File: config.mk
export PLATFORM = sky130hd
export DESIGN_NAME = mbsg_weight_table
export DESIGN_NICKNAME = d
export VERILOG_FILES = /design/src/hdl/mbsg_pkg.sv /design/src/hdl/mbsg_weight_table.sv
export SDC_FILE = /design/constraint.sdc
export NUM_CORES = 1
export LEC_CHECK = 0
export BUFFER_PORTS_ARGS = -buffer_cell sky130_fd_sc_hd__buf_2
export CAP_MARGIN = 15
export CORE_AREA = 3 3 164 166
export DETAILED_ROUTE_END_ITERATION = 12
export DIE_AREA = 0 0 167 169
export PLACE_DENSITY = 0.57
export SYNTH_ARGS = -nofsm -noshare
export SYNTH_HDL_FRONTEND = slang
export SYNTH_SLANG_ARGS = --single-unit
File: constraint.sdc
create_clock -name clk -period 1.93 [get_ports clk]
set_input_delay 0.386 -clock clk [delete_from_list [all_inputs] [get_ports clk]]
set_output_delay 0.386 -clock clk [all_outputs]
set_load 0.01 [all_outputs]
File: src/hdl/mbsg_pkg.sv
// ----------------------------------------------------------------------------
// mbsg_pkg
// Shared types and constants for the order-K Markov base sequence generator.
// ----------------------------------------------------------------------------
package mbsg_pkg;

    localparam int HISTORY_BASES = 1;
    localparam int WEIGHT_BITS   = 16;

    localparam int CTX_BITS    = 2 * HISTORY_BASES;
    localparam int TBL_ADDR_W  = CTX_BITS + 2;
    localparam int TABLE_DEPTH = 1 << TBL_ADDR_W;
    localparam int SUM_W       = WEIGHT_BITS + 2;
    localparam int RAND_W      = 32;
    localparam int PROD_W      = SUM_W + RAND_W;
    localparam int LEN_W       = 16;
    localparam int COUNT_W     = 17;
    localparam int BASE_W      = 3;

    localparam logic [BASE_W-1:0] BASE_N = 3'd4;

    localparam logic CFG_BURNIN = 1'b0;
    localparam logic CFG_OUTLEN = 1'b1;

    typedef enum logic [1:0] {
        OP_LOAD = 2'd0,
        OP_SEED = 2'd1,
        OP_STEP = 2'd2
    } op_t;

    typedef logic [WEIGHT_BITS-1:0] weight_t;
    typedef weight_t [3:0] row_t;

    typedef struct packed {
        logic                  en;
        logic [TBL_ADDR_W-1:0] addr;
        weight_t               data;
    } tbl_wr_t;

endpackage

File: src/hdl/mbsg_weight_table.sv
// ----------------------------------------------------------------------------
// mbsg_weight_table
// Context-by-base weight table, cleared at reset, one row read per cycle.
// ----------------------------------------------------------------------------
module mbsg_weight_table
    import mbsg_pkg::*;
(
    input  logic                clk,
    input  logic                rst_n,
    input  tbl_wr_t             wr,
    input  logic [CTX_BITS-1:0] rd_ctx,
    output row_t                rd_row
);

    weight_t table_reg [TABLE_DEPTH];

    always_ff @(posedge clk or negedge rst_n)
    begin
        if (!rst_n)
        begin
            for (int i = 0; i < TABLE_DEPTH; i++)
            begin
                table_reg[i] <= '0;
            end
        end
        else if (wr.en)
        begin
            table_reg[wr.addr] <= wr.data;
        end
    end

    always_comb
    begin
        for (int b = 0; b < 4; b++)
        begin
            rd_row[b] = table_reg[{rd_ctx, 2'(b)}];
        end
    end

endmodule

Yosys cells after proc, flatten, opt, wreduce, memory -nomap -nowiden. Index checks and enable logic that the tools add are counted.

Register bits after elaboration: 256. Input port bits: 25. Output and inout bits: 64. Latch bits: 0. Memories: 0. Memory bits (writable): 0. Memory bits (read-only): 0.

Shift operators: 0. Reductions and logical operators: 1. Div/mod/pow operators: 0. Order comparisons: 6. Bitwise operators: 5. Equal/unequal tests: 0. Multiply operators: 0. $add $sub $neg: 0. Muxes and demuxes: 15.

Operators by type and width (number): 16-bit binary-select mux with 4-bit select (4); 256-bit bitwise mux (1); 16-bit 2-to-1 mux (9); 16-bit demux with 4-bit select (1); 5-bit greater-or-equal comparator (second input constant) (5); 4-bit inverter with 5-bit output (5); 5-bit by 1-bit < comparator with 1-bit output (second input constant) (1); 1-bit logical AND (1).

Depth between registers and ports, before layout.
Depth in word-level cells: 6. Depth in mapped cells: 5.

Least setup slack after synthesis. Ideal clock, no wire load.

Path kind: input-to-output. Start point: in rd_ctx[0]. End point: out rd_row[0] (netlist bit). Cell stages on the path: 3. Arrival: 1463 ps. Path slack: 81 ps. Buffers on the path: 2. Path through: buf_2 -> buf_2 -> mux4_2.

RTL lines: from (decl) (RTL line mbsg_weight_table.sv:11) `input logic [CTX_BITS-1:0] rd_ctx,`; to (decl) (RTL line mbsg_weight_table.sv:12) `output row_t rd_row`.

==> metrics.md <==
| Metric | Value |
|---|---|
| PD cells | `about 1200 mW/mm^2` |
| Fmax | `503.5 MHz` |
| Syn avg cell area | `17.11 um^2` |
| Netlist cell types | `19` |
| # rows | `between 50 and 60` |
| WL/cell | `between 20 and 25 um` |
| Chip Height | `~170 um` |
| NumNets Final | `806` |
| R2R depth | `3` |
| Die width | `between 150 and 200 um` |
| Final ANT Viol Nets | `0` |
| Worst skew pair latency | `about 0.52 ns` |
| Post-synthesis xor/xnor area fraction | `0%` |
| Rel. slew slack | `68.79%` |
| Initial antenna violation count | `0` |
| Detailed Place HPWL | `16.40 mm` |
| Post-Syn Nets | `677` |
| Worst r2r src | `table_reg[56]` |
| R2R Setup Slk | `0.92 ns` |
| Setup violations, final | `14` |
| Buffers added on ports | `88` |
| Total track usage | `17.55%` |
| Routed via count | `6136` |
| DRC | `0` |
| Type of origin of the critical path | `register` |
| Iter 0 DRT Violations | `276` |
| Global-route wire length before repair | `between 30 and 40 mm` |
| Largest family of logic cells by synthesized area | `multiplexers` |
| Max VDD drop | `approximately 0.00084 V` |
| Root Buffer Master | `clkbuf_16` |
| Max reg flops | `256` |
| MaxCap Viol Count | `0` |
| Post-synthesis simple-gate area fraction | `1.346%` |
| Least-Margin Pin Slew | `0.4681 ns` |
| FF-to-FF End | `table_reg[56]` |
| Status | `finished with violations` |
| Placer Congestion | `0.7429` |
| Post-synthesis compound-gate area fraction | `0%` |
| Area Overhead vs Synth | `23.73%` |
| Routed WL | `~25 mm` |
| Pleak | `6.035 nW` |
| Post-synthesis sequential area ratio | `~57%` |
| Failing checks | `negative setup slack` |
| Layout cells sized above 1 | `65.01%` |
| Htree depth | `1` |
| CP arrival | `1.60 ns` |
| Worst Setup End Kind | `primary output` |
| Post-Place Setup Slack | `approximately 0.007 ns` |
| GRT overflow | `0` |
| Fin util | `between 50% and 60%` |
| Adder-cell share of the synthesized area | `0%` |
| First-pass DRT Iterations | `4` |
| Final min period | `1.986 ns` |
| WP data required | `1.54 ns` |
| Gate Count Post-Synth | `652` |
| Vias/cell | `between 5 and 6` |
| Period utilization | `102.9%` |
| Hold Path Sink | `table_reg[83]` |
| Vias in the first global route | `just under 7000` |
| Final hold violations | `0` |
| RSZ-0062 raised after global routing | `true` |
| Post-synthesis cell area | `between 0.01 and 0.015 mm^2` |
| Hold_sp | `wr[3]` |
| Largest net degree at the start of global routing | `66` |
| Core area | `0.02576 mm^2` |
| Ys Warns | `0` |
| Setup Skew | `0 ns` |
| Hold Path Depth | `2` |
| Mux cell area share after synthesis | `between 30% and 40%` |
| Post-synthesis register bit count | `256` |
| Clock Sinks | `256` |
| Fin. max-slew vios | `0` |
| Non-Filler Instances | `1138` |
| CP Max Fanout | `2` |
| Total inserted antenna cells | `0` |
| Longest Clk Path Bufs | `3` |
| Starting Density | `43.29%` |
| CTS clk-pin slew, worst paths | `0.06 ns` |
| Post-Place Cells | `approximately 1100` |
| Die area | `0.02822 mm^2` |
| WS Path Type | `reg2out` |
| IO Count | `89` |
| CTS buffer count | `28` |
| Worst Hold Class | `in2reg` |
| Number of fill cells in the layout | `just over 2000` |
| CTS tree | `yes` |
| Final worst slack | `-0.05624 ns` |
worst max path at each step:
stage	startpoint	endpoint	slack (ns)	depth (start not counted)
floorplan	rd_ctx[0]	rd_row[0]	0.08	3
global placement	rd_ctx[0]	rd_row[46]	0.003	4
detailed placement	rd_ctx[0]	rd_row[25]	0.007	4
CTS	table_reg[47]	rd_row[31]	-0.08	2
global route	table_reg[47]	rd_row[31]	-0.11	2
finish	table_reg[47]	rd_row[31]	-0.06	2
per-layer routing:
layer	up-vias	routed length (um)	track usage [%]
met1	3318	11210	24.47
met4	0	397	3.659
met5	-	0	0
met2	103	12220	29.64
li1	2680	-	-
met3	35	893	2.662
cell families after synthesis:
logic type / Yosys count
flip-flops: 256
multiplexers: 320
buffers and inverters: 52
AND/OR/NAND/NOR: 24
synthesized netlist by cell type, drive strengths merged:
library cell / n / share of area, %
dfrtp: 256 / 57
mux2: 256 / 26
mux4: 64 / 13
buf: 30 / 1.7
clkbuf: 22 / 0.74
nor2: 10 / 0.52
nand3b: 4 / 0.27
or3: 3 / 0.17
nand2: 2 / 0.067
nand2b: 2 / 0.11
and3: 1 / 0.056
nand3: 1 / 0.045
nor3b: 1 / 0.11
cell usage in the layout, fill, tap and decap left out:
master,instances
and3_1,1
buf_12,18
buf_2,31
buf_4,45
buf_6,55
buf_8,1
bufinv_16,5
clkbuf_1,6
clkbuf_16,29
clkbuf_8,5
clkinv_2,7
dfrtp_1,256
dlygate4sd3_1,1
mux2_1,3
mux2_2,253
mux4_2,64
nand2_1,2
nand2b_1,2
nand3_1,1
nand3b_1,4
nor2_1,2
nor2_2,8
nor3b_2,1
or3_1,3
area by class of cell:
cell class | instances | area, um^2 | share of cell area [%]
timing repair buffer | 151 | 1498 | 10.85
clock inverter | 12 | 185.2 | 1.342
sequential | 256 | 6406 | 46.42
clock buffer | 40 | 817.0 | 5.921
multi-input combinational | 344 | 4474 | 32.42
tap | 335 | 419.2 | 3.037
repair_timing:
| action | 4_1_cts | 5_1_grt |
|---|---|---|
| gates resized for setup | 43 | 16 |
| setup endpoints to repair | 43 | 63 |
| buffers inserted | 10 | 14 |
| hold buffers | 1 | 0 |
| hold endpoints to repair | 48 | 0 |
through the flow:
stage | power, W | hold WS [ns] | instance area, um^2 | TNS [ns]
finish | 0.01647 | 0.3421 | 13800 | -0.2344
global route | 0.01730 | 0.3484 | 13800 | -2.219
CTS | 0.01649 | 0.3222 | 13590 | -0.9201
detailed placement | 0.01033 | 0.3486 | 12260 | 0
global placement | 0.01012 | 0.3369 | 12260 | 0
floorplan | 0.009168 | 0.09041 | 11150 | 0
worst max-delay path, stage by stage (launching register included):
cell	delay, ns
dfrtp_1	0.37
mux4_2	0.55
buf_6	0.16
report_power, final:
part | total (W) | leakage, nW | internal, W | switching, W
registers | 0.00722 | 3.14 | 0.00662 | 0.000598
clock network | 0.00569 | 0.498 | 0.00360 | 0.00210
logic | 0.00357 | 2.40 | 0.00230 | 0.00127
Note: power is estimated with default switching activity, not from simulation.
